`src/msq_pkg.sv`:
```
package msq_pkg;

  localparam int ROW_W     = 10;
  localparam int SMP_W     = 32;
  localparam int FRAC_W    = 17;
  localparam int REL_W     = SMP_W + 1;
  localparam int MAG_W     = SMP_W + 1;
  localparam int DEN_W     = MAG_W + 1;
  localparam int REM_W     = DEN_W + 1;
  localparam int Q_W       = 16;
  localparam int DIV_STEPS = 4;
  localparam int PROD_W    = 2 * MAG_W;

  localparam logic [FRAC_W-1:0] ONE_Q16  = 17'd65536;
  localparam logic [FRAC_W-1:0] HALF_Q16 = 17'd32768;
  localparam logic [3:0]        FOLD_LIMIT = 4'd7;

  // folded corner patterns
  localparam logic [2:0] CFG_NONE   = 3'd0;
  localparam logic [2:0] CFG_LB     = 3'd1;
  localparam logic [2:0] CFG_BR     = 3'd2;
  localparam logic [2:0] CFG_LR     = 3'd3;
  localparam logic [2:0] CFG_LT     = 3'd4;
  localparam logic [2:0] CFG_BT     = 3'd5;
  localparam logic [2:0] CFG_SADDLE = 3'd6;
  localparam logic [2:0] CFG_TR     = 3'd7;

  typedef enum logic [1:0] {
    EDGE_LEFT, EDGE_BOTTOM, EDGE_RIGHT, EDGE_TOP
  } msq_edge_id_t;

  typedef enum logic [1:0] {
    TSEL_DIV, TSEL_HALF, TSEL_ONE
  } msq_tsel_t;

  typedef struct packed {
    logic [ROW_W-1:0]        cell_row;
    logic [ROW_W-1:0]        cell_col;
    logic signed [SMP_W-1:0] corner_top_left;
    logic signed [SMP_W-1:0] corner_top_right;
    logic signed [SMP_W-1:0] corner_bottom_left;
    logic signed [SMP_W-1:0] corner_bottom_right;
  } msq_in_t;

  typedef struct packed {
    logic [ROW_W-1:0]  seg_cell_row;
    logic [ROW_W-1:0]  seg_cell_col;
    logic [FRAC_W-1:0] start_row_frac;
    logic [FRAC_W-1:0] start_col_frac;
    logic [FRAC_W-1:0] end_row_frac;
    logic [FRAC_W-1:0] end_col_frac;
    logic              last_segment;
  } msq_out_t;

  typedef struct packed {
    msq_tsel_t        tsel;
    logic [REM_W-1:0] rem;
    logic [DEN_W-1:0] den;
    logic [Q_W-1:0]   q;
  } msq_edge_t;

  typedef struct packed {
    logic             valid;
    logic             live;
    logic [ROW_W-1:0] row;
    logic [ROW_W-1:0] col;
    logic [2:0]       cfg;
  } msq_meta_t;

  typedef struct packed {
    msq_edge_id_t e0;
    msq_edge_id_t e1;
  } msq_seg_t;

  function automatic msq_seg_t seg_edges(input logic [2:0] cfg, input logic pair1,
                                         input logic idx);
    msq_seg_t s;
    s.e0 = EDGE_LEFT;
    s.e1 = EDGE_BOTTOM;
    case (cfg)
      CFG_LB: begin s.e0 = EDGE_LEFT;   s.e1 = EDGE_BOTTOM; end
      CFG_BR: begin s.e0 = EDGE_BOTTOM; s.e1 = EDGE_RIGHT;  end
      CFG_LR: begin s.e0 = EDGE_LEFT;   s.e1 = EDGE_RIGHT;  end
      CFG_LT: begin s.e0 = EDGE_LEFT;   s.e1 = EDGE_TOP;    end
      CFG_BT: begin s.e0 = EDGE_BOTTOM; s.e1 = EDGE_TOP;    end
      CFG_TR: begin s.e0 = EDGE_TOP;    s.e1 = EDGE_RIGHT;  end
      CFG_SADDLE: begin
        if (pair1) begin
          s.e0 = idx ? EDGE_LEFT : EDGE_BOTTOM;
          s.e1 = idx ? EDGE_TOP  : EDGE_RIGHT;
        end else begin
          s.e0 = idx ? EDGE_RIGHT : EDGE_BOTTOM;
          s.e1 = idx ? EDGE_TOP   : EDGE_LEFT;
        end
      end
      default: begin s.e0 = EDGE_LEFT; s.e1 = EDGE_BOTTOM; end
    endcase
    return s;
  endfunction

endpackage

```
`src/msq_div_stage.sv`:
```
module msq_div_stage (
  input  logic                     clk,
  input  logic                     en,
  input  msq_pkg::msq_edge_t [3:0] edges_i,
  output msq_pkg::msq_edge_t [3:0] edges_o
);
  import msq_pkg::*;

  // restoring division, DIV_STEPS quotient bits per stage on every edge
  function automatic msq_edge_t steps(input msq_edge_t e);
    msq_edge_t        r;
    logic [REM_W-1:0] sh;
    r = e;
    for (int s = 0; s < DIV_STEPS; s++) begin
      sh = {r.rem[REM_W-2:0], 1'b0};
      if (sh >= {1'b0, r.den}) begin
        r.rem = sh - {1'b0, r.den};
        r.q   = {r.q[Q_W-2:0], 1'b1};
      end else begin
        r.rem = sh;
        r.q   = {r.q[Q_W-2:0], 1'b0};
      end
    end
    return r;
  endfunction

  always_ff @(posedge clk) begin
    if (en) begin
      for (int i = 0; i < 4; i++) begin
        edges_o[i] <= steps(edges_i[i]);
      end
    end
  end

endmodule

```
`config.mk`:
```
export PLATFORM = sky130hd
export DESIGN_NAME = msq_div_stage
export DESIGN_NICKNAME = d
export VERILOG_FILES = /design/src/msq_pkg.sv /design/src/msq_div_stage.sv
export SDC_FILE = /design/constraint.sdc
export NUM_CORES = 2
export LEC_CHECK = 0
export ABC_CLOCK_PERIOD_IN_PS = 15700
export BUFFER_PORTS_ARGS = -buffer_cell sky130_fd_sc_hd__buf_2
export CORE_MARGIN = 4
export CORE_UTILIZATION = 60
export DETAILED_ROUTE_END_ITERATION = 16
export PLACE_DENSITY_LB_ADDON = 0.25
export SYNTH_ARGS = -nofsm -noshare
export SYNTH_HDL_FRONTEND = slang
export SYNTH_SLANG_ARGS = --single-unit
```
`constraint.sdc`:
```
create_clock -name clk -period 15.7 [get_ports clk]
set_input_delay 3.14 -clock clk [delete_from_list [all_inputs] [get_ports clk]]
set_output_delay 3.14 -clock clk [all_outputs]
set_load 0.05 [all_outputs]
```
# After elaboration in Yosys (flattened, before gate mapping)

Index checks and enable logic that the tools add are counted.

Bits in registers: 348
Output and inout bits: 348
Word-level logic and storage cells: 96

Add/sub/neg operators: 16
$lt $le $gt $ge: 16
Multiplexer cells: 44

Operators with widths:

| cell                                         | number |
|---|---|
| two-way mux 34 bit                           | 24 |
| greater-or-equal comparator 35 x 34 -> 1 bit | 16 |
| subtractor 34 bit                            | 12 |
| two-way mux 35 bit                           | 4 |
| subtractor 35 x 34 -> 35 bit                 | 4 |
| two-way mux 1 bit                            | 16 |

# Logic depth before layout (Yosys ltp)

Depth in word-level cells: 11
Mapped depth: 57

# Worst setup path before layout

OpenSTA, ideal clock, no wires.

Path type: input to register
Start point: in edges_i[278] in the netlist's numbering
End point: reg edges_o[318] in the netlist's numbering, data pin
Data arrival time: 14.417 ns
Path slack: 1.022 ns
Cell stages on the path: 54
Path buffers: 7
Cells stage by stage: inv_1 -> ha_1 -> nor2b_1 -> o31a_1 -> o41a_1 -> a21o_1 -> a21oi_1 -> o31a_1 -> inv_1 -> buf_1 -> mux2_2 -> ha_1 -> clkbuf_1 -> nand3_1 -> a21oi_1 -> a2111oi_0 -> o31ai_1 -> a21oi_1 -> [... 18 more ...] -> a21oi_2 -> inv_2 -> buf_2 -> mux2_2 -> ha_1 -> a21o_1 -> a221oi_1 -> o2111ai_1 -> o21ai_0 -> a21oi_1 -> a211o_1 -> a41o_1 -> nor4_1 -> o31ai_1 -> a2111oi_4 -> a21oi_4 -> buf_6 -> mux2_4

Word-level cells in the longest chain between the ends: 11
Elaborated cells between the ends (all ways): 15
Classes of those cells: add/sub (4); order compare (4); mux (7)

Ends and longest elaborated chain:

| what                                                                                         | RTL line                                 | text |
|---|---|---|
| start: declaration                                                                           | msq_div_stage.sv:4                       | `input msq_pkg::msq_edge_t [3:0] edges_i,` |
| subtractor 34 bit or greater-or-equal comparator 35 x 34 -> 1 bit (tied branches)            | msq_div_stage.sv:17, msq_div_stage.sv:16 |  |
| two-way mux 34 bit                                                                           | msq_div_stage.sv:16                      | `if (sh >= {1'b0, r.den}) begin` |
| two-way mux 34 bit                                                                           | msq_div_stage.sv:28                      | `if (en) begin` |
| subtractor 34 bit or greater-or-equal comparator 35 x 34 -> 1 bit (tied branches)            | msq_div_stage.sv:17, msq_div_stage.sv:16 |  |
| two-way mux 34 bit                                                                           | msq_div_stage.sv:16                      |  |
| two-way mux 34 bit                                                                           | msq_div_stage.sv:28                      |  |
| subtractor 34 bit or greater-or-equal comparator 35 x 34 -> 1 bit (tied branches)            | msq_div_stage.sv:17, msq_div_stage.sv:16 |  |
| two-way mux 34 bit                                                                           | msq_div_stage.sv:16                      |  |
| two-way mux 34 bit                                                                           | msq_div_stage.sv:28                      |  |
| subtractor 35 x 34 -> 35 bit or greater-or-equal comparator 35 x 34 -> 1 bit (tied branches) | msq_div_stage.sv:17, msq_div_stage.sv:16 |  |
| two-way mux 35 bit *                                                                         | msq_div_stage.sv:16                      |  |
| end signal: indexed assignment                                                               | msq_div_stage.sv:30                      | `edges_o[i] <= steps(edges_i[i]);` |
| end: declaration                                                                             | msq_div_stage.sv:5                       | `output msq_pkg::msq_edge_t [3:0] edges_o` |

Every way passes the cells marked *; elsewhere a longest branch is shown, timed or not. The select of a mux whose other input is x is not followed.
A chain may end at the register's enable or synchronous reset.

# Worst setup path after layout

Start point: in edges_i[278] in the netlist's numbering
End point: reg edges_o[337] in the netlist's numbering, data pin

Same word-level chain as after synthesis.

==> impl_metrics.tcl <==
set metrics [dict create \
    synth_area_leaders "edfxtp_1, ha_1, mux2_2, a21oi_1, xnor2_1" \
    place.gp.congestion 1.01 \
    dp.cells 6934 \
    dieArea_mm2 0.0788 \
    drtAntennaViolNets 0 \
    post_synth.cell_area_avg_um2 8.57 \
    yosys.cell_types.count 100 \
    synth-seq-cells 348 \
    syn2layout_area_growth_pct 16.3 \
    antenna_found_initial 5 \
    final_common_cell "buf_2" \
    rows 99 \
    whs_ns 2.73 \
    powerDensity_mw_per_mm2 293 \
    io_buffers 677 \
    finalHoldViolCount 0 \
    total_power_mw 15.2 \
    max_stage_delay_ns 0.69 \
    largest_register "edges_o" \
    dp_hpwl_um 121000 \
    clock_path_buffers 3 \
    core_mm2 0.0733 \
    end_kind "flip-flop" \
    critPathArrivalTime_ns 15.35 \
    grt_overflow_total 0 \
    route.vias.total 43900 \
    hp-class "in2reg" \
    maxSlewViolCount 0 \
    synth_ff_type "edfxtp_1" \
    yosysWarnings 0 \
    stdcell_count 7011 \
    vias_per_cell 6.26 \
    crit_path_top_delay_cell "o31ai_1" \
    total_leakage_power_nw 23.9 \
    grt_max_degree 157 \
    fin_setup_tns_ns 0 \
    clk_pin_slew_worst_paths_ns 0.05 \
    synth_edf_count 348 \
    layout_min_cycle_time_ns 14.90 \
    tightest_slew_ns 1.08 \
    layout_common_cells "buf_2, a21oi_1, ha_1" \
    crit_path_frequent_cell "a21oi_1" \
    cts_tree "yes" \
    ctsResizeCount 0 \
    syn_inst 5212 \
    syn-cell-area_mm2 0.0447 \
    postCtsSetupBuffers 0 \
    largest_reg_flops 348 \
    grt_usage_pct 35.2 \
    start_util_pct 60.9 \
    status "complete, no violations" \
    critical_path_required_ns 16.15 \
    setup_viol 0 \
    synth_largest_area_cell "edfxtp_1" \
    die_w_um 281 \
    timing.final.crit_share_pct 94.9 \
    first_pass_iters 6 \
    cts_buffers 41 \
    cts_max_level 2 \
    drive_above_1_share_pct 22.1 \
    drc 0 \
    relSlewSlack_pct 28.0 \
    start_kind "input pin" \
    fmax_ghz 0.0671 \
    crit_type "in2reg" \
    cts-root-buf "clkbuf_16" \
    final_util_pct 70.8 \
    vdd_drop_max_uv 196 \
    nets 6904 \
    rsz0062_at_grt "false" \
    async_flop_share_pct 0 \
    synth_fp_nets 6098 \
    seq_area_frac_synth_pct 23.4 \
    wl_per_cell_um 20.9 \
    grt_pass1_vias 41900 \
    worst-path-max-fanout 24 \
    wirelength_um 147000 \
    maxCapViolCount 0 \
    drt-initial-drc-count 3486 \
    top_regs "edges_o (348)" \
    die_y_um 281 \
    hold_buffers 0 \
    cts_num_sinks 348 \
    grt_pass1_wl_um 223000 \
    synth.top_cell.area_share_pct 23.4 \
    io_pins 698 \
]
## cell families (layout without fill, tap and decap cells)
group | count (synthesis) | after routing | share of synthesized area [%]
flip-flops | 348 | 348 | 23.4
buffers and inverters | 433 | 1270 | 3.90
multiplexers | 353 | 353 | 9.06
adder cells (fa/ha/maj) | 536 | 536 | 15.1
AO/OA/AOI/OAI | 1725 | 1725 | 24.7
AND/OR/NAND/NOR | 1352 | 1352 | 14.8
XOR/XNOR | 465 | 465 | 9.12
other | 0 | 3 | 0
## area by class of cell
class | instances | area (um2)
Tap cell | 959 | 1200
Antenna cell | 3 | 7.51
Clock inverter | 28 | 420
Sequential cell | 348 | 10500
Clock buffer | 46 | 1090
Timing Repair Buffer | 899 | 5160
Fill cell | 5938 | 21400
Inverter | 297 | 1120
Multi-Input combinational cell | 4431 | 32500
## worst max-delay path, delay by kind of cell
family          cells  cell delay [ns]
simple gates        8             1.21
mux                 2             0.61
buf+inv            12             2.22
fa+ha+maj           4             1.43
compound gates     30             6.69
## stage by stage
| stage | area (um2) | setup WS [ns] |
|---|---|---|
| CTS | 51900 | 0.779 |
| global route | 51900 | 0.103 |
| finish | 51900 | 0.799 |
| detailed placement | 50400 | 0.209 |
| floorplan | 44700 | 1.02 |
| global placement | 50400 | 0.246 |
## power breakdown
part | internal, mW | leakage [nW] | total, mW | switching (mW)
Sequential | 1.68 | 3.41 | 1.79 | 0.109
Clock | 0.666 | 0.730 | 1.09 | 0.421
Combinational | 5.50 | 19.8 | 12.3 | 6.83
Total | 7.85 | 23.9 | 15.2 | 7.36
## layer usage
layer  part of all wire, %  global-route usage, %
met5                0.0095                      0
met4                   4.7                   15.3
met3                   8.2                   5.83
met2                    46                   59.3
met1                    41                   44.7
## cell usage after synthesis (52+ instances only)
master	count
o21bai_1	80
o21ai_0	350
mux2_2	265
nor2b_1	54
ha_1	532
nand3_1	97
o21a_1	87
nand2b_1	71
and3_1	52
a21o_1	255
inv_1	290
nand2_1	366
nor3_1	81
a31oi_1	68
nor2_1	360
a21oi_1	546
xor2_1	158
xnor2_1	307
clkbuf_1	87
edfxtp_1	348
nand4_1	76
## final timing paths
kind / start / to / slack [ns] / cells after the start
worst min-delay path: edges_i[175] / edges_o[179] / 2.73 / 1
worst max-delay path: edges_i[278] / edges_o[337] / 0.80 / 56
Power figures use the tool's default switching activity.
