`src/msq_pkg.sv`:
```
package msq_pkg;

  localparam int ROW_W     = 10;
  localparam int SMP_W     = 32;
  localparam int FRAC_W    = 17;
  localparam int REL_W     = SMP_W + 1;
  localparam int MAG_W     = SMP_W + 1;
  localparam int DEN_W     = MAG_W + 1;
  localparam int REM_W     = DEN_W + 1;
  localparam int Q_W       = 16;
  localparam int DIV_STEPS = 4;
  localparam int PROD_W    = 2 * MAG_W;

  localparam logic [FRAC_W-1:0] ONE_Q16  = 17'd65536;
  localparam logic [FRAC_W-1:0] HALF_Q16 = 17'd32768;
  localparam logic [3:0]        FOLD_LIMIT = 4'd7;

  // folded corner patterns
  localparam logic [2:0] CFG_NONE   = 3'd0;
  localparam logic [2:0] CFG_LB     = 3'd1;
  localparam logic [2:0] CFG_BR     = 3'd2;
  localparam logic [2:0] CFG_LR     = 3'd3;
  localparam logic [2:0] CFG_LT     = 3'd4;
  localparam logic [2:0] CFG_BT     = 3'd5;
  localparam logic [2:0] CFG_SADDLE = 3'd6;
  localparam logic [2:0] CFG_TR     = 3'd7;

  typedef enum logic [1:0] {
    EDGE_LEFT, EDGE_BOTTOM, EDGE_RIGHT, EDGE_TOP
  } msq_edge_id_t;

  typedef enum logic [1:0] {
    TSEL_DIV, TSEL_HALF, TSEL_ONE
  } msq_tsel_t;

  typedef struct packed {
    logic [ROW_W-1:0]        cell_row;
    logic [ROW_W-1:0]        cell_col;
    logic signed [SMP_W-1:0] corner_top_left;
    logic signed [SMP_W-1:0] corner_top_right;
    logic signed [SMP_W-1:0] corner_bottom_left;
    logic signed [SMP_W-1:0] corner_bottom_right;
  } msq_in_t;

  typedef struct packed {
    logic [ROW_W-1:0]  seg_cell_row;
    logic [ROW_W-1:0]  seg_cell_col;
    logic [FRAC_W-1:0] start_row_frac;
    logic [FRAC_W-1:0] start_col_frac;
    logic [FRAC_W-1:0] end_row_frac;
    logic [FRAC_W-1:0] end_col_frac;
    logic              last_segment;
  } msq_out_t;

  typedef struct packed {
    msq_tsel_t        tsel;
    logic [REM_W-1:0] rem;
    logic [DEN_W-1:0] den;
    logic [Q_W-1:0]   q;
  } msq_edge_t;

  typedef struct packed {
    logic             valid;
    logic             live;
    logic [ROW_W-1:0] row;
    logic [ROW_W-1:0] col;
    logic [2:0]       cfg;
  } msq_meta_t;

  typedef struct packed {
    msq_edge_id_t e0;
    msq_edge_id_t e1;
  } msq_seg_t;

  function automatic msq_seg_t seg_edges(input logic [2:0] cfg, input logic pair1,
                                         input logic idx);
    msq_seg_t s;
    s.e0 = EDGE_LEFT;
    s.e1 = EDGE_BOTTOM;
    case (cfg)
      CFG_LB: begin s.e0 = EDGE_LEFT;   s.e1 = EDGE_BOTTOM; end
      CFG_BR: begin s.e0 = EDGE_BOTTOM; s.e1 = EDGE_RIGHT;  end
      CFG_LR: begin s.e0 = EDGE_LEFT;   s.e1 = EDGE_RIGHT;  end
      CFG_LT: begin s.e0 = EDGE_LEFT;   s.e1 = EDGE_TOP;    end
      CFG_BT: begin s.e0 = EDGE_BOTTOM; s.e1 = EDGE_TOP;    end
      CFG_TR: begin s.e0 = EDGE_TOP;    s.e1 = EDGE_RIGHT;  end
      CFG_SADDLE: begin
        if (pair1) begin
          s.e0 = idx ? EDGE_LEFT : EDGE_BOTTOM;
          s.e1 = idx ? EDGE_TOP  : EDGE_RIGHT;
        end else begin
          s.e0 = idx ? EDGE_RIGHT : EDGE_BOTTOM;
          s.e1 = idx ? EDGE_TOP   : EDGE_LEFT;
        end
      end
      default: begin s.e0 = EDGE_LEFT; s.e1 = EDGE_BOTTOM; end
    endcase
    return s;
  endfunction

endpackage

```
`src/msq_front.sv`:
```
module msq_front #(
  parameter int GRID_DIM = 1024
) (
  input  logic                                         clk,
  input  logic                                         rst_n,
  input  logic                                         en,
  input  logic                                         take,
  input  msq_pkg::msq_in_t                             item,
  input  logic signed [msq_pkg::SMP_W-1:0]             level,
  output msq_pkg::msq_meta_t                           meta_o,
  output msq_pkg::msq_edge_t [3:0]                     edges_o,
  output logic [3:0][msq_pkg::MAG_W-1:0]               mags_o,
  output logic                                         bl_above_o
);
  import msq_pkg::*;

  localparam logic [16:0] LimC = 17'(GRID_DIM - 1);

  // stage A: values relative to the level, order tl, tr, bl, br
  logic signed [REL_W-1:0] rel_a_r [4];
  logic [ROW_W-1:0]        row_a_r, col_a_r;
  logic                    valid_a_r, inr_a_r;

  logic signed [REL_W-1:0] lvl_x;
  logic                    inr_nxt;

  assign lvl_x   = REL_W'(level);
  assign inr_nxt = ({7'd0, item.cell_row} < LimC) && ({7'd0, item.cell_col} < LimC);

  always_ff @(posedge clk) begin
    if (!rst_n) begin
      valid_a_r <= 1'b0;
    end else if (en) begin
      valid_a_r <= take;
    end
  end

  always_ff @(posedge clk) begin
    if (en) begin
      rel_a_r[0] <= REL_W'(item.corner_top_left) - lvl_x;
      rel_a_r[1] <= REL_W'(item.corner_top_right) - lvl_x;
      rel_a_r[2] <= REL_W'(item.corner_bottom_left) - lvl_x;
      rel_a_r[3] <= REL_W'(item.corner_bottom_right) - lvl_x;
      row_a_r    <= item.cell_row;
      col_a_r    <= item.cell_col;
      inr_a_r    <= inr_nxt;
    end
  end

  // stage B: classification, magnitudes and divider setup
  function automatic logic [MAG_W-1:0] mag(input logic signed [REL_W-1:0] v);
    return v[REL_W-1] ? MAG_W'(-v) : MAG_W'(v);
  endfunction

  function automatic msq_edge_t edge_init(input logic signed [REL_W-1:0] a,
                                          input logic signed [REL_W-1:0] b);
    msq_edge_t        e;
    logic             crossed;
    logic [MAG_W-1:0] ma, mb;
    logic [DEN_W-1:0] den;
    ma      = mag(a);
    mb      = mag(b);
    den     = {1'b0, ma} + {1'b0, mb};
    crossed = (a <= 0 && b >= 0) || (a >= 0 && b <= 0);
    e.rem   = REM_W'(ma);
    e.den   = den;
    e.q     = '0;
    if (!crossed || (a == 0 && b == 0)) begin
      e.tsel = TSEL_HALF;
    end else if (b == 0) begin
      e.tsel = TSEL_ONE;
    end else begin
      e.tsel = TSEL_DIV;
    end
    return e;
  endfunction

  logic [3:0] raw;
  logic [2:0] fold;

  assign raw  = {~rel_a_r[1][REL_W-1], ~rel_a_r[0][REL_W-1],
                 ~rel_a_r[3][REL_W-1], ~rel_a_r[2][REL_W-1]};
  assign fold = (raw > FOLD_LIMIT) ? 3'(~raw) : raw[2:0];

  always_ff @(posedge clk) begin
    if (!rst_n) begin
      meta_o.valid <= 1'b0;
    end else if (en) begin
      meta_o.valid <= valid_a_r;
    end
  end

  always_ff @(posedge clk) begin
    if (en) begin
      meta_o.live <= inr_a_r && (fold != CFG_NONE);
      meta_o.row  <= row_a_r;
      meta_o.col  <= col_a_r;
      meta_o.cfg  <= fold;
      edges_o[EDGE_LEFT]   <= edge_init(rel_a_r[2], rel_a_r[0]);
      edges_o[EDGE_BOTTOM] <= edge_init(rel_a_r[2], rel_a_r[3]);
      edges_o[EDGE_RIGHT]  <= edge_init(rel_a_r[3], rel_a_r[1]);
      edges_o[EDGE_TOP]    <= edge_init(rel_a_r[0], rel_a_r[1]);
      for (int i = 0; i < 4; i++) begin
        mags_o[i] <= mag(rel_a_r[i]);
      end
      bl_above_o <= !rel_a_r[2][REL_W-1];
    end
  end

endmodule

```
`config.mk`:
```
export PLATFORM = sky130hd
export DESIGN_NAME = msq_front
export DESIGN_NICKNAME = d
export VERILOG_FILES = /design/src/msq_pkg.sv /design/src/msq_front.sv
export SDC_FILE = /design/constraint.sdc
export NUM_CORES = 1
export LEC_CHECK = 0
export BUFFER_PORTS_ARGS = -buffer_cell sky130_fd_sc_hd__buf_2
export CORE_MARGIN = 2
export CORE_UTILIZATION = 35
export DETAILED_ROUTE_END_ITERATION = 12
export MAX_ROUTING_LAYER = met4
export PLACE_DENSITY_LB_ADDON = 0.05
export SETUP_SLACK_MARGIN = 0.3
export SLEW_MARGIN = 40
export SYNTH_ARGS = -nofsm -noshare
export SYNTH_HDL_FRONTEND = slang
export SYNTH_SLANG_ARGS = --single-unit
```
`constraint.sdc`:
```
create_clock -name clk -period 4.7 [get_ports clk]
set_clock_uncertainty 0.15 [all_clocks]
set_input_delay 0.235 -clock clk [delete_from_list [all_inputs] [get_ports clk]]
set_output_delay 0.235 -clock clk [all_outputs]
set_load 0.02 [all_outputs]
```
# == Word-level counts from Yosys, hierarchy flattened ==
# Memories as Yosys holds them, arrays and structs flattened.
# Cells that the tools add are included.
# op_classes
n_addsub,12
order_cmp,11
muxes,10
bitwise,5
n_reduce_logical,32
# ops
op,n
33-bit by 33-bit adder with 34-bit output,4
33-bit by 1-bit greater-or-equal comparator with 1-bit output (second input constant),4
33-bit by 1-bit less-or-equal comparator with 1-bit output (second input constant),4
33-bit logical NOT,4
33-bit 2-to-1 mux,4
33-bit negation,4
32-bit by 32-bit subtractor with 33-bit output,4
10-bit less-than comparator (second input constant),2
1-bit logical AND,14
1-bit logical OR,8
2-bit 2-to-1 mux,3
1-bit logical NOT,5
4-bit by 3-bit greater-than comparator with 1-bit output (second input constant),1
1-bit NOT,4
3-bit 2-to-1 mux,1
3-bit NOT,1
3-bit nonzero test,1
1-bit 2-to-1 mux,2
# word_totals
ff_bits,324
ram_bits,132
in_bits,184
mem_count,1
# memory_table
name,depth,word_bits,read_ports,rd_clocked_by_memory_dff,wr,line,rtl
rel_a_r,4,33,4,0,4,msq_front.sv:20,logic signed [REL_W-1:0] rel_a_r [4];

# == Depth between registers and ports, before layout ==
# An unclocked memory read counts as a cell.
# depth
depth_word,6
mapped_depth,19
ltp_nobuf,19

# == Worst setup path after synthesis ==
# No wires, ideal clock.
# synth_timing
path_type,register -> register
startpoint,memory rel_a_r[2][4] in the netlist's numbering
endpoint,register edges_o[133] in the netlist's numbering (data pin)
setup_ns,0.262
arrival_ns,4.276
t_required_ns,4.288
path_slack_ns,0.012
stages_incl_launch_ff,18
path_buffers,1
path_cell_list,edfxtp_1 -> or4_4 -> or4_4 -> buf_6 -> nand2_1 -> xnor2_1 -> ha_1 -> a21o_1 -> a21oi_1 -> o31ai_1 -> or2_2 -> o221a_2 -> a221oi_2 -> o31a_1 -> a211oi_2 -> nor3_1 -> nor3_2 -> xor2_1
# synth_lines
element,line,rtl
"start, declared",msq_front.sv:20,
"end signal, assigned by index",msq_front.sv:99,"edges_o[EDGE_LEFT] <= edge_init(rel_a_r[2], rel_a_r[0]);"
"end signal, assigned by index",msq_front.sv:100,"edges_o[EDGE_BOTTOM] <= edge_init(rel_a_r[2], rel_a_r[3]);"
"end signal, assigned by index",msq_front.sv:101,"edges_o[EDGE_RIGHT] <= edge_init(rel_a_r[3], rel_a_r[1]);"
"end, declared",msq_front.sv:11,"output msq_pkg::msq_edge_t [3:0] edges_o,"

==> results.py <==
metrics = {
    "logic_synthesis": {
        "netlist_top_cells_area": "edfxtp_1 (44%), ha_1 (10%), xnor2_1 (7.8%)",
        "syn_area_per_cell_um2": 10.63,
        "synthDistinctLibCells": 98,
        "yosysWarningCount": 0,
        "synth_edf_count": 454,
        "yosysMostFrequentCell": "edfxtp_1",
        "yosys.area.top_type": "edfxtp_1",
        "ys_ff_latch": 456,
        "ys_async_sr_fraction": 0,
        "syn-cell-area_um2": 31060,
        "synthTopCellsByCount": "edfxtp_1 (454), xnor2_1 (278), ha_1 (251)",
        "synthDominantCellAreaShare": 0.4389,
        "yosys_most_used_dff": "edfxtp_1",
        "synthCells": 2922,
        "ys_seq_area_frac": 0.4402,
    },
    "drt": {
        "first_pass_iters": 5,
        "wl_um": 116100,
        "antenna_left": 0,
        "avgViaCountPerCell": 5.120,
        "wl_per_cell_um": 22.44,
        "drc_errors": 0,
        "drt_iter0_drc": 1492,
        "vias": 26500,
    },
    "die": {
        "rows": 109,
        "start_util": 0.3525,
        "core_um2": 88100,
        "die_x_um": 301.9,
        "io_pins": 690,
        "chipHeight_um": 301.9,
        "design.die.area_um2": 91140,
    },
    "timing": {
        "layout_setup_ws_ps": 96.69,
        "rsz0062_at_grt": "yes",
        "period_minus_slack_ps": 4603,
        "hold_violations": 0,
        "tightest_slew_ps": 864.4,
        "slew_headroom": 0.4196,
        "fmax_ghz": 0.2172,
        "holdWs_ps": 31.84,
        "fin_crit_sh": 0.9794,
        "setup_violations": 0,
        "slew_violations": 0,
    },
    "place": {
        "gp_congestion": 0.9276,
        "pre_cts_slack_ps": -339.2,
        "dp_hpwl_um": 95090,
        "placedCellCount": 4871,
        "port_buffers": 617,
    },
    "grt": {
        "grt_max_degree": 98,
        "grt_pass1_vias": 25550,
        "grtUsageTotal": 0.2495,
        "antenna_found_initial": 3,
        "grt_pass1_wl_um": 162700,
        "grt_overflow": 0,
    },
    "critical_path": {
        "cp_max_fo": 5,
        "path_class": "reg2reg",
        "crit_required_ps": 4940,
        "critPathLaunchType": "flop",
        "end_kind": "flop",
        "arrival_ps": 4840,
    },
    "final_layout": {
        "layout.cells.non_filler": 5176,
        "nets": 4406,
        "multi_input_area_um2": 17790,
        "area_delta_synth_final_pct": 38.53,
        "layout-drive-gt1-share": 0.3831,
        "regArea_um2": 13670,
        "filler_cell_count": 8074,
    },
    "power_and_ir_drop": {
        "power_mw": 25.47,
        "p_leak_nw": 18.54,
        "pwr_density_cell_nw_per_um2": 592.0,
        "ir_drop_mv": 0.3542,
    },
    "outcome": {
        "status": "complete, no violations",
    },
    "clock_tree": {
        "cts_buffer_depth": 3,
        "numCtsBuffers": 55,
        "path_clk_slew_ps": 60,
        "cts_tree": "built",
        "htreeDepth": 2,
        "cts_root_buffer": "clkbuf_16",
        "clkSinkCount": 456,
        "insertion_delay_ps": 640,
    },
    "run": {
        "drv_cap": 0,
    },
    "worst_hold_path": {
        "hold_path_class": "in2reg",
    },
}
[worst max-delay path: stages, from the launching register on]
cell and delay, ps:
edfxtp_1 390, or4_4 550, or4_4 600, or4_4 510, or4_4 500, o21ai_4 200
xnor2_4 140, ha_4 310, buf_4 140, buf_4 110, nand4_1 120, nor2_1 100
o21ai_0 150, a22o_1 230, xnor2_1 120
[layout make-up]
cell class	count	share of cell area
repair buffers	1152	0.1746
inverters	179	0.01567
flip-flops and latches	456	0.3178
multi-input cells	2119	0.4135
well taps	1165	0.03388
diodes	2	0.0001163
clock buffers	58	0.03225
clock inverters	45	0.01218
[logic make-up (layout without fill, tap and decap cells)]
family	count (synthesis)	in the layout	share of synthesized area
mux	4	4	0.001329
compound gates	759	759	0.1641
fa+ha+maj	264	264	0.1079
buf+inv	418	1434	0.07557
xor+xnor	356	356	0.1016
other cells	1	74	0.0001207
simple gates	664	664	0.1091
flops	456	456	0.4402
[power breakdown]
part / leakage, nW / switching [mW] / internal (mW)
Sequential: 4.47 / 0.710 / 6.11
Combinational: 13.1 / 8.02 / 6.10
Clock: 0.930 / 1.84 / 2.70
Total: 18.5 / 10.6 / 14.9
[final timing paths]
check | endpoint | depth (start not counted) | startpoint | slack, ps
worst max-delay path | edges_o[46] | 14 | rel_a_r[2][6] | 100
worst min-delay path | rel_a_r[0][11] | 3 | item[107] | 30
worst max register to register | edges_o[46] | 14 | rel_a_r[2][6] | 100
worst min register to register | meta_o[5] | 0 | col_a_r[2] | 270
[routing by layer]
layer  track usage  part of all wire  wire length (um)  vias to the layer above
met2        0.4090              0.48             55320                      801
li1              -                 -                 -                    12570
met3       0.02988             0.050              5800                      132
met5             -                 0                 0                        -
met4       0.05752             0.023              2658                        0
met1        0.3303              0.45             52350                    12990
[state kept, by name, summed over array words and instances, names as in the netlist]
signal and count:
bl_above_o 1, col_a_r 10, edges_o 144, inr_a_r 1, mags_o 132, meta_o 25
rel_a_r 132, row_a_r 10, valid_a_r 1
[timing repair]
action                                  4_1_cts  5_1_grt
pin swaps                                    89      131
setup buffers                                59       52
hold buffers                                 89        0
endpoints found under the setup margin       62       56
gates resized for setup                     239      214
hold endpoints to repair                     99        0
[stage by stage]
step	instance area [um^2]	setup TNS (ps)	utilization
after floorplan	31450	0	-
after global placement	36890	-3760	0.4187
after detailed placement	36900	-4998	0.4188
after CTS	41450	0	0.4705
after global routing	43030	-235.1	0.4884
final	43030	0	0.4884
[layout by cell type, fill, tap and decap left out, types with 15 or more instances in the layout]
master	synthesis	final
o21ai_2	3	21
and2_1	16	15
nand2b_1	36	32
a21oi_2	4	35
dlygate4sd3_1	0	89
buf_2	4	616
ha_4	0	21
o31ai_1	44	21
nor2b_1	44	42
a211oi_1	19	15
nor2_1	161	149
nand4_1	25	25
o21ai_1	5	19
conb_1	1	72
buf_6	1	34
ha_1	251	225
nor3_1	59	47
o21bai_1	29	28
or3_1	27	22
xnor2_1	278	208
o31ai_4	2	17
nand2_1	157	145
a21o_1	92	92
clkbuf_16	0	55
xnor2_2	0	63
o21a_1	34	34
xor2_1	73	68
inv_1	176	169
o21ai_0	153	112
buf_4	204	408
nand3_1	39	34
clkinv_1	0	15
edfxtp_1	454	454
and3_1	20	18
a21oi_1	202	165
o31ai_2	8	16
a31oi_1	21	16
(Power assumes the default switching activity.)
