--- config.mk ---
export PLATFORM = sky130hd
export DESIGN_NAME = msq_emit
export DESIGN_NICKNAME = d
export VERILOG_FILES = /design/src/msq_pkg.sv /design/src/msq_emit.sv
export SDC_FILE = /design/constraint.sdc
export NUM_CORES = 1
export LEC_CHECK = 0
export BUFFER_PORTS_ARGS = -buffer_cell sky130_fd_sc_hd__buf_4
export CAP_MARGIN = 20
export CORE_AREA = 2 2 183 185
export CTS_CLUSTER_SIZE = 10
export DETAILED_ROUTE_END_ITERATION = 7
export DIE_AREA = 0 0 185 187
export GPL_TIMING_DRIVEN = 0
export PLACE_DENSITY = 0.42
export SYNTH_ARGS = -nofsm -noshare
export SYNTH_HDL_FRONTEND = slang
export SYNTH_SLANG_ARGS = --single-unit
export TNS_END_PERCENT = 20
--- constraint.sdc ---
create_clock -name clk -period 3.3 [get_ports clk]
set_input_delay 0.66 -clock clk [delete_from_list [all_inputs] [get_ports clk]]
set_output_delay 0.66 -clock clk [all_outputs]
set_load 0.01 [all_outputs]
--- src/msq_pkg.sv ---
package msq_pkg;

  localparam int ROW_W     = 10;
  localparam int SMP_W     = 32;
  localparam int FRAC_W    = 17;
  localparam int REL_W     = SMP_W + 1;
  localparam int MAG_W     = SMP_W + 1;
  localparam int DEN_W     = MAG_W + 1;
  localparam int REM_W     = DEN_W + 1;
  localparam int Q_W       = 16;
  localparam int DIV_STEPS = 4;
  localparam int PROD_W    = 2 * MAG_W;

  localparam logic [FRAC_W-1:0] ONE_Q16  = 17'd65536;
  localparam logic [FRAC_W-1:0] HALF_Q16 = 17'd32768;
  localparam logic [3:0]        FOLD_LIMIT = 4'd7;

  // folded corner patterns
  localparam logic [2:0] CFG_NONE   = 3'd0;
  localparam logic [2:0] CFG_LB     = 3'd1;
  localparam logic [2:0] CFG_BR     = 3'd2;
  localparam logic [2:0] CFG_LR     = 3'd3;
  localparam logic [2:0] CFG_LT     = 3'd4;
  localparam logic [2:0] CFG_BT     = 3'd5;
  localparam logic [2:0] CFG_SADDLE = 3'd6;
  localparam logic [2:0] CFG_TR     = 3'd7;

  typedef enum logic [1:0] {
    EDGE_LEFT, EDGE_BOTTOM, EDGE_RIGHT, EDGE_TOP
  } msq_edge_id_t;

  typedef enum logic [1:0] {
    TSEL_DIV, TSEL_HALF, TSEL_ONE
  } msq_tsel_t;

  typedef struct packed {
    logic [ROW_W-1:0]        cell_row;
    logic [ROW_W-1:0]        cell_col;
    logic signed [SMP_W-1:0] corner_top_left;
    logic signed [SMP_W-1:0] corner_top_right;
    logic signed [SMP_W-1:0] corner_bottom_left;
    logic signed [SMP_W-1:0] corner_bottom_right;
  } msq_in_t;

  typedef struct packed {
    logic [ROW_W-1:0]  seg_cell_row;
    logic [ROW_W-1:0]  seg_cell_col;
    logic [FRAC_W-1:0] start_row_frac;
    logic [FRAC_W-1:0] start_col_frac;
    logic [FRAC_W-1:0] end_row_frac;
    logic [FRAC_W-1:0] end_col_frac;
    logic              last_segment;
  } msq_out_t;

  typedef struct packed {
    msq_tsel_t        tsel;
    logic [REM_W-1:0] rem;
    logic [DEN_W-1:0] den;
    logic [Q_W-1:0]   q;
  } msq_edge_t;

  typedef struct packed {
    logic             valid;
    logic             live;
    logic [ROW_W-1:0] row;
    logic [ROW_W-1:0] col;
    logic [2:0]       cfg;
  } msq_meta_t;

  typedef struct packed {
    msq_edge_id_t e0;
    msq_edge_id_t e1;
  } msq_seg_t;

  function automatic msq_seg_t seg_edges(input logic [2:0] cfg, input logic pair1,
                                         input logic idx);
    msq_seg_t s;
    s.e0 = EDGE_LEFT;
    s.e1 = EDGE_BOTTOM;
    case (cfg)
      CFG_LB: begin s.e0 = EDGE_LEFT;   s.e1 = EDGE_BOTTOM; end
      CFG_BR: begin s.e0 = EDGE_BOTTOM; s.e1 = EDGE_RIGHT;  end
      CFG_LR: begin s.e0 = EDGE_LEFT;   s.e1 = EDGE_RIGHT;  end
      CFG_LT: begin s.e0 = EDGE_LEFT;   s.e1 = EDGE_TOP;    end
      CFG_BT: begin s.e0 = EDGE_BOTTOM; s.e1 = EDGE_TOP;    end
      CFG_TR: begin s.e0 = EDGE_TOP;    s.e1 = EDGE_RIGHT;  end
      CFG_SADDLE: begin
        if (pair1) begin
          s.e0 = idx ? EDGE_LEFT : EDGE_BOTTOM;
          s.e1 = idx ? EDGE_TOP  : EDGE_RIGHT;
        end else begin
          s.e0 = idx ? EDGE_RIGHT : EDGE_BOTTOM;
          s.e1 = idx ? EDGE_TOP   : EDGE_LEFT;
        end
      end
      default: begin s.e0 = EDGE_LEFT; s.e1 = EDGE_BOTTOM; end
    endcase
    return s;
  endfunction

endpackage

--- src/msq_emit.sv ---
module msq_emit (
  input  logic                     clk,
  input  logic                     rst_n,
  input  msq_pkg::msq_meta_t       meta_i,
  input  msq_pkg::msq_edge_t [3:0] edges_i,
  input  logic                     pair1_i,
  output logic                     hold,
  output logic                     out_valid,
  output msq_pkg::msq_out_t        out_item
);
  import msq_pkg::*;

  logic              idx_r;
  logic [1:0]        nseg;
  logic [FRAC_W-1:0] t    [4];
  msq_seg_t          seg;

  assign nseg = (!meta_i.live) ? 2'd0 : (meta_i.cfg == CFG_SADDLE) ? 2'd2 : 2'd1;
  assign hold = meta_i.valid && (nseg == 2'd2) && !idx_r;
  assign seg  = seg_edges(meta_i.cfg, pair1_i, idx_r);

  always_comb begin
    for (int i = 0; i < 4; i++) begin
      case (edges_i[i].tsel)
        TSEL_HALF: t[i] = HALF_Q16;
        TSEL_ONE:  t[i] = ONE_Q16;
        default:   t[i] = FRAC_W'(edges_i[i].q);
      endcase
    end
  end

  function automatic logic [2*FRAC_W-1:0] point(input msq_edge_id_t e,
                                                input logic [FRAC_W-1:0] tv);
    logic [2*FRAC_W-1:0] p;
    case (e)
      EDGE_LEFT:   p = {ONE_Q16 - tv, {FRAC_W{1'b0}}};
      EDGE_BOTTOM: p = {ONE_Q16, tv};
      EDGE_RIGHT:  p = {ONE_Q16 - tv, ONE_Q16};
      default:     p = {{FRAC_W{1'b0}}, tv};
    endcase
    return p;
  endfunction

  always_ff @(posedge clk) begin
    if (!rst_n) begin
      idx_r     <= 1'b0;
      out_valid <= 1'b0;
    end else begin
      idx_r     <= hold;
      out_valid <= meta_i.valid && (nseg != 2'd0);
    end
  end

  always_ff @(posedge clk) begin
    out_item.seg_cell_row <= meta_i.row;
    out_item.seg_cell_col <= meta_i.col;
    {out_item.start_row_frac, out_item.start_col_frac} <= point(seg.e0, t[seg.e0]);
    {out_item.end_row_frac, out_item.end_col_frac}     <= point(seg.e1, t[seg.e1]);
    out_item.last_segment <= (nseg == 2'd1) || idx_r;
  end

endmodule

# After elaboration in Yosys (flattened, before gate mapping)
# Index checks and enable logic that the tools add are counted.
# classes
n_addsub,2
mul,0
div,0
n_lt_le_gt_ge,2
n_eq_ne,20
shifts,0
mux,20
bitwise,2
n_reduce_logical,8
# op_table
op,count
34-bit one-hot mux with 3 select lines,2
17-bit one-hot mux with 2 select lines,4
17-bit binary-select mux with 2-bit select,2
17-bit two-way mux,4
"17-bit subtractor, first input constant",2
4-bit one-hot mux with 6 select lines,1
"2-bit by 1-bit == test with 1-bit output, second input constant",7
"2-bit == test, second input constant",7
"3-bit == test, second input constant",4
2-bit two-way mux,4
"3-bit by 2-bit == test with 1-bit output, second input constant",2
"3-bit >= comparator, second input constant",2
2-bit NOT with 3-bit output,2
2-bit zero test,2
4-bit two-way mux,1
1-bit logical AND,3
1-bit two-way mux,2
2-bit nonzero test,1
1-bit zero test,1
1-bit logical OR,1
# word_totals
ff_bits,91
latchBits,0
mem_bits_rw,0
romBits,0
in_bits,376
n_memories,0

# Logic depth before layout (Yosys ltp)
# Gate-level depths: netlist of run 1.
# logic_depth
ltp_word,9
ltp_mapped,15

# Worst setup path after synthesis of run 1
# No wires, ideal clock.
# synth_path
path_type,input-to-reg
startpoint,input port edges_i[346] (netlist name)
endpoint,register out_item[30] (netlist name)
setup_ps,128
t_arrival_ps,3337
t_required_ps,3172
slack_ps,-165
stages,14
path_buffers,1
path_cell_list,inv_1 ha_1 nand2_1 a21oi_1 buf_2 a32o_1 a311oi_1 ha_1 o21ai_0 nor4bb_1 nand3_1 or4_4 xnor2_1 nor2_1
# synth_via
elab_chain_len,7
word_cells_on_any_way,8
classes_between,add/sub: 1; eq/ne: 2; mux: 5
# synth_lines
element,line_no,text
start: declaration,msq_emit.sv:5,"input msq_pkg::msq_edge_t [3:0] edges_i,"
2-bit == test or 2-bit by 1-bit == test with 1-bit output (tied branches),msq_emit.sv:24,case (edges_i[i].tsel)
17-bit one-hot mux with 2 select lines *,msq_emit.sv:24,
17-bit binary-select mux with 2-bit select *,msq_emit.sv:58,"{out_item.end_row_frac, out_item.end_col_frac} <= point(seg.e1, t[seg.e1]);"
17-bit two-way mux (implied by the code) * (2 in a row),msq_emit.sv:58,
17-bit subtractor *,"msq_emit.sv:36, msq_emit.sv:38",
34-bit one-hot mux with 3 select lines *,msq_emit.sv:35,case (e)
end: declaration,msq_emit.sv:9,output msq_pkg::msq_out_t out_item
# Mark *: on every way between the ends. The rest lies on a longest branch, timed or not. The select of a mux whose other input is x is not followed.
# A chain may end at the register's enable or synchronous reset.

# Worst setup path after layout of run 1
# layout_path
startpoint,input port edges_i[172] (netlist name)
endpoint,register out_item[33] (netlist name)
# The elaborated chain is that of the path after synthesis.

==> metrics.md, run 1 <==
| Metric | Value |
|---|---|
| Fillcell total | between 3000 and 4000 |
| Max_slew headroom | 0.512 |
| Hold WS | 0.400 ns |
| Ports | 467 |
| Synthesized area | between 4000 and 5000 sq um |
| #FFs+latches synth | 91 |
| Final setup viols | 0 |
| Final hold vios | 0 |
| Routed WL per cell | 21.1 microns |
| Via count | approximately 4300 |
| Sequential share of the synthesized area | 0.444 |
| Worst setup SP type | primary input |
| Clock sinks | 91 |
| Worst setup margin | about 0.063 ns |
| CP max FO | 8 |
| Switching power of the nets | 1.07 mW |
| First-pass GRT wire length | between 30000 and 40000 microns |
| Internal Power | between 2 and 2.5 mW |
| Status | complete, no violations |
| DRT Pass-1 Iters | 5 |
| N_diodes | 0 |
| Vias per cell | between 3 and 4 |
| Pwr Total | 3.29 mW |
| CTS tree | built |
| Root Driver | clkbuf_16 |
| Crit-path max cell delay | between 0.4 and 0.5 ns |
| Num CTS Buffers | 9 |
| Die area | between 30000 and 40000 sq um |
| Register area | 1820 sq um |
| GRT Overall Usage | 0.133 |
| Skew final | roughly 0.009 ns |
| Most common cell after layout, fill and taps aside | buf_4 |
| Total gr overflow | 0 |
| Ys Warns | 0 |
| Layout cells sized above 1 | 0.446 |
| Routability Congestion | ~0.87 |
| WL final | roughly 23000 microns |
| Async SR Flop Fraction | 0 |
| Synth cell types | 72 |
| Post-Place Setup Slack | -0.938 ns |
| Die width | 185 microns |
| Hold WC Path Type | in -> reg |
| Switching share of power | 0.324 |
| Worst setup EP type | flop |
| Slew @ Worst Pin | approximately 0.73 ns |
| Row Count | 67 |
| Arr. time, crit path | between 3 and 4 ns |
| Core Area | around 33000 sq um |
| Most frequent cells in the layout | buf_4 (206), dfxtp_1 (90), nand2_1 (51) |
| Syn nets | between 800 and 900 |
| Post-DRT Antenna Nets | 0 |
| P per Cell Area | around 500 nW/um^2 |
| Initial core utilization | 0.125 |
| Max-slew violation count | 0 |
| DRC Markers | 0 |
| Clk Latency, worst-skew pair | 0.36 ns |
| Die Y | roughly 190 microns |
| Combinational power share | 0.287 |
| Setup TNS | 0 ns |
| Layout Nets | a little over 1000 |
| Static leakage | 2.90 nW |
| Maximum VDD drop | between 200 and 250 uV |
| Pin count of the biggest net entering global routing | 16 |
| Ranking of synthesized cells by area | dfxtp_1 (44%), nand2_1 (4.8%), nor2_1 (3.7%) |
| Post-DP HPWL | roughly 19000 microns |
| Area growth from synthesis to layout | 62.4% |
| Syn Inst Count | around 440 |
| Period utilisation layout | 0.981 |
| Mean Syn Cell Area | approximately 9.4 sq um |
| RSZ-0062 raised after global routing | true |
| PortBufs | 190 |
| Share of the synthesized area in the top cell type | 0.444 |
| Worst-path cell chain | buf_4 > inv_2 > ha_4 > buf_4 > buf_4 > a32oi_1 > o221ai_2 > or3_4 > nor3_4 > a21oi_1 > nor3b_1 |
| Max clock buf depth | 2 |
| Slowest stage cell on the critical path | a32oi_1 |
| Clock share of power | 0.332 |
| Maxcap violations | 0 |
| Reg power frac | 0.381 |
| Most frequent CP cell | buf_4 |
| H-tree levels | 3 |
| Worst EP required | ~3.5 ns |
| Dominant synthesized flop cell | dfxtp_1 |
| Initial antenna violation count | 0 |
| Worst-path clk slew | about 0.070 ns |
| Multi-input gate area | 2210 sq um |
| Setup Crit Path Kind | in -> reg |
| DR iter-0 viols | between 300 and 400 |
| Vias in the first global route | ~4300 |
| Min cycle time layout | around 3.2 ns |
| Number of synthesized flops with an enable pin | 0 |
| Synth area leader | dfxtp_1 |
| Fmax | between 300 and 400 MHz |
## layout make-up
cell class              instances  area share
multi-input cells             300       0.331
flip-flops and latches         91       0.273
repair buffers                204       0.233
well taps                     448      0.0841
clock buffers                   9      0.0338
plain buffers                  18      0.0216
inverters                      22      0.0131
clock inverters                 6     0.00995
## path summary, 6_finish.rpt
check,startpoint,to,slack (ns),depth (start not counted)
max reg2reg,idx_r,out_item[30],0.15,14
min reg2reg,idx_r,out_item[0],0.68,2
max,edges_i[172],out_item[33],0.06,11
min,meta_i[20],out_item[86],0.40,1
## state kept, by name, indices dropped and copies added, names as in the netlist
signal and count:
out_valid 1, out_item 89, idx_r 1
## cell usage after synthesis, types with 3 or more instances
library cell  instances
o221a_2               3
buf_2                 7
a21oi_1               9
dfxtp_1              91
o21ai_0               8
o22ai_1              17
xnor2_1              14
xor2_1                8
and2_1                7
nor2_1               40
inv_1                22
buf_4                 5
ha_1                 10
nand2_1              52
o221ai_1              4
nor2b_1               3
nand3_1              10
nor2_2                3
nand4_1               5
nor4_1                3
mux2i_1               4
a32o_1               14
nor3_1               13
clkbuf_1              9
a32oi_1               9
or3_1                 3
o221ai_2              3
## stage by stage
stage	area, sq um	utilization	std cells
finish	6670	0.203	1098
global route	6670	0.203	1098
CTS	6610	0.201	1097
detailed placement	6100	0.186	1073
global placement	6100	0.186	1073
floorplan	4120	-	435
## cell families after synthesis
logic type / count (synthesis) / share of synthesized area
multiplexers: 7 / 0.0189
buffers and inverters: 44 / 0.0488
AND/OR/NAND/NOR: 168 / 0.226
adder cells (fa/ha/maj): 10 / 0.0305
flip-flops: 91 / 0.444
XOR/XNOR: 22 / 0.0469
AO/OA/AOI/OAI: 93 / 0.185
## layer usage
layer  routed length, microns  GRT usage  up-vias  share of wire
li1                         -          -     1989              -
met1                    11000      0.186     2039           0.47
met2                     9040      0.180      232           0.39
met3                     2930     0.0720       14           0.13
met4                      219     0.0238        0         0.0095
met5                        0          0        -              0
## power by group through the flow
stage | Sequential, mW | Clock, mW | Combinational (mW)
final | 1.25 | 1.09 | 0.943
after global routing | 1.26 | 1.17 | 1.02
after CTS | 1.25 | 1.13 | 0.939
after detailed placement | 1.27 | 0 | 0.882
after global placement | 1.28 | 0 | 0.889
after floorplan | 1.31 | 0 | 0.382
## repair_timing
item | in CTS | in global routing
setup buffers | 12 | 2
gates resized for setup | 35 | 12
setup endpoints to repair | 8 | 6
pin swaps | 15 | 12
hold buffers | 0 | 0
## worst max-delay path, delay by kind of cell
family	cells	cell delay, ns
AND/OR/NAND/NOR	3	1.18
AO/OA/AOI/OAI	3	0.92
buffers and inverters	4	0.49
adder cells (fa/ha/maj)	1	0.20
Power figures use the tool's default switching activity.
==> inputs of run 2 (changes only) <==
--- a/config.mk
+++ b/config.mk
@@ -7,12 +7,13 @@
 export LEC_CHECK = 0
 export BUFFER_PORTS_ARGS = -buffer_cell sky130_fd_sc_hd__buf_4
 export CAP_MARGIN = 20
-export CORE_AREA = 2 2 183 185
+export CELL_PAD_IN_SITES_DETAIL_PLACEMENT = 0
+export CELL_PAD_IN_SITES_GLOBAL_PLACEMENT = 2
+export CORE_AREA = 2 2 180 182
 export CTS_CLUSTER_SIZE = 10
 export DETAILED_ROUTE_END_ITERATION = 7
-export DIE_AREA = 0 0 185 187
-export GPL_TIMING_DRIVEN = 0
-export PLACE_DENSITY = 0.42
+export DIE_AREA = 0 0 182 184
+export PLACE_DENSITY = 0.74
 export SYNTH_ARGS = -nofsm -noshare
 export SYNTH_HDL_FRONTEND = slang
 export SYNTH_SLANG_ARGS = --single-unit
==> run 2 against run 1 <==
  * Wire length is 5.9% lower
  * Sequential share of layout area shrank 0.91 points
  * Critical path depth is 6 higher
  * Critical path type unchanged
  * Clock skew up 0.0053 ns
  * Highest routed layer unchanged
==> metrics.md, run 2 (synthesis results as in run 1) <==
| Metric | Value |
|---|---|
| Crit-path leading delay family | simple AND/OR/NAND/NOR gates |
| Reg power frac | 0.376 (-0.005) |
| WL final | 21800 microns (-5.9%) |
| Vias per cell | 3.93 (+0.89%) |
| First-pass GRT wire length | 30700 microns (-3.9%) |
| Pwr Total | 3.31 mW (+0.62%) |
| Clock sinks | 91 (unchanged) |
| Slew @ Worst Pin | 0.800 ns (+0.0737 ns) |
| Final core utilization | 0.220 (+0.0167) |
| Status | complete, no violations |
| Combinational power share | 0.297 (+0.010) |
| Slowest stage cell on the critical path | a311oi_2 |
| Layout cells sized above 1 | 0.476 (+0.0302) |
| Switching power of the nets | 1.03 mW (-3.5%) |
| Period utilisation layout | 0.964 (-0.0167) |
| Die Y | 184 microns (-1.6%) |
| Via count | 4320 (+1.1%) |
| Post-DP HPWL | 18400 microns (-3.8%) |
| Initial antenna violation count | 1 (+1) |
| Worst setup SP type | primary input |
| Routed WL per cell | 19.8 microns (-6.1%) |
| Initial core utilization | 0.131 (+0.00585) |
| Clk Latency, worst-skew pair | 0.35 ns (about the same) |
| Placed cell count | 1079 (+0.56%) |
| Most frequent cells in the layout | buf_4 (267), dfxtp_1 (91), nand2_1 (51) |
| Biggest register | out_item |
| Worst setup EP type | flop |
| PortBufs | 190 (unchanged) |
| Internal Power | 2.28 mW (+2.6%) |
| CP max FO | 4 (-4) |
| Min-Delay Path Depth | 1 (unchanged) |
| P per Cell Area | 480 nW/um^2 (-2.7%) |
| Worst EP required | 3.58 ns (+0.06 ns) |
| Static leakage | 3.11 nW (+7.1%) |
| Layout Nets | 1079 (+4.6%) |
| DR iter-0 viols | 348 (+5.8%) |
| CP Depth | 17 (+6) |
| Core Area | 31400 sq um (-4.5%) |
| Post-DRT Antenna Nets | 0 (unchanged) |
| Non-filler cells, final | 1100 (+0.18%) |
| Most common cell after layout, fill and taps aside | buf_4 |
| Maxcap violations | 0 (unchanged) |
| Pin count of the biggest net entering global routing | 19 (+3) |
| Setup Crit Path Kind | in -> reg |
| Hold WC Path Type | in -> reg |
| Maximum VDD drop | 202 uV (-2.5%) |
| Min cycle time layout | 3.18 ns (-0.0550 ns) |
| DRC Markers | 0 (unchanged) |
| GRT Overall Usage | 0.129 (-0.00412) |
| Die width | 182 microns (-1.6%) |
| CP bufs+invs | 4 (unchanged) |
| Row Count | 65 (-3.0%) |
| Max clock buf depth | 2 (unchanged) |
| Fillcell total | 3514 (-5.1%) |
| CTS tree | built |
| Root Driver | clkbuf_16 |
| Most frequent CP cell | buf_4 |
| Die area | 33500 sq um (-3.2%) |
| CTS hold repair buffers | 0 (unchanged) |
| Switching share of power | 0.311 (-0.0133) |
| Clock share of power | 0.327 (-0.005) |
| DRT Pass-1 Iters | 5 (unchanged) |
| Crit-path max cell delay | 0.30 ns (-0.19 ns) |
| Routability Congestion | 0.831 (-4.7%) |
| Worst-path cell chain | buf_6 > inv_4 > ha_4 > nand2_4 > a21oi_4 > a32o_2 > a311oi_2 > ha_2 > o21ai_2 > nor4bb_1 > nand3_1 > buf_4 > nor4_4 > buf_4 > nand4_1 > xor2_1 > nor2_1 |
| Fmax | 314 MHz (+1.7%) |
| Top Registers | out_item (89), idx_r (1), out_valid (1) |
| Num CTS Buffers | 9 (unchanged) |
| Max-slew violation count | 0 (unchanged) |
| Area growth from synthesis to layout | 67.9% |
| Total gr overflow | 0 (unchanged) |
| Final setup viols | 0 (unchanged) |
| Skew final | 0.0143 ns (+0.00531 ns) |
| Max FFs per register | 89 (unchanged) |
| Arr. time, crit path | 3.46 ns (about the same) |
| R2R depth | 14 (unchanged) |
| Max_slew headroom | 0.466 (-0.0459) |
| Worst-path clk slew | 0.07 ns (about the same) |
| H-tree levels | 3 (unchanged) |
| Vias in the first global route | 4405 (+2.2%) |
| Ports | 467 (unchanged) |
| Final hold vios | 0 (unchanged) |
run 2: cell count changes in the layout (fill, tap and decap cells not counted), moves of 2 or more:
cell        previous run  this run
ha_2                   3         1
buf_2                  5         0
clkbuf_1               3         0
buf_4                206       267
clkinv_4               2         0
clkinvlp_4             0         2
clkinv_2               2         0
buf_6                  6         2
ha_1                   5         7
run 2: path summary, 6_finish.rpt:
| kind | to | slack, ns | startpoint |
|---|---|---|---|
| max | out_item[28] | 0.12 | edges_i[346] |
| min | out_item[72] | 0.41 | meta_i[6] |
| max reg2reg | out_item[28] | 0.21 | idx_r |
| min reg2reg | out_item[0] | 0.65 | idx_r |
run 2: cell type report:
class                      count  area (sq um)  share of cell area
antenna                        1          2.50            0.000363
clock buffer                   9           225              0.0327
clock inverter                 6          71.3              0.0103
inverter                      22          85.1              0.0123
multi-input combinational    300          2160               0.313
sequential                    91          1820               0.264
tap                          402           503              0.0730
timing repair buffer         269          2030               0.294
run 2: repair_timing:
action,CTS,global route
buffers inserted,1,6
resized for setup,1,17
endpoints found under the setup margin,1,6
pin swaps,1,14
run 2: through the flow:
step	setup TNS [ns]	hold WS (ns)	setup WS, ns	area, sq um
CTS	0	0.394	0.00288	6790
finish	0	0.409	0.118	6890
global placement	-2.07	0.637	-0.464	6480
global route	-0.0564	0.393	-0.0295	6890
floorplan	-0.0922	0.530	-0.0922	4120
detailed placement	-1.91	0.641	-0.420	6480
run 2: worst register-to-register path: cells and delay by family (launching register included):
kind                     cells  cell delay [ns]
adder cells (fa/ha/maj)      1             0.25
flip-flops                   1             0.38
AO/OA/AOI/OAI                4             0.73
AND/OR/NAND/NOR              6             1.15
XOR/XNOR                     1             0.16
buffers and inverters        2             0.35
run 2: per-layer routing:
| layer | wire length [microns] | global-route usage |
|---|---|---|
| met5 | 0 | 0 |
| met4 | 95 | 0.0203 |
| met3 | 2150 | 0.0561 |
| met2 | 9000 | 0.186 |
| met1 | 10500 | 0.180 |
run 2: power groups by stage:
stage | Sequential [mW] | Combinational, mW | Clock [mW]
global route | 1.25 | 1.07 | 1.16
global placement | 1.27 | 0.962 | 0
finish | 1.24 | 0.981 | 1.08
detailed placement | 1.27 | 0.962 | 0
floorplan | 1.31 | 0.382 | 0
CTS | 1.24 | 0.971 | 1.12
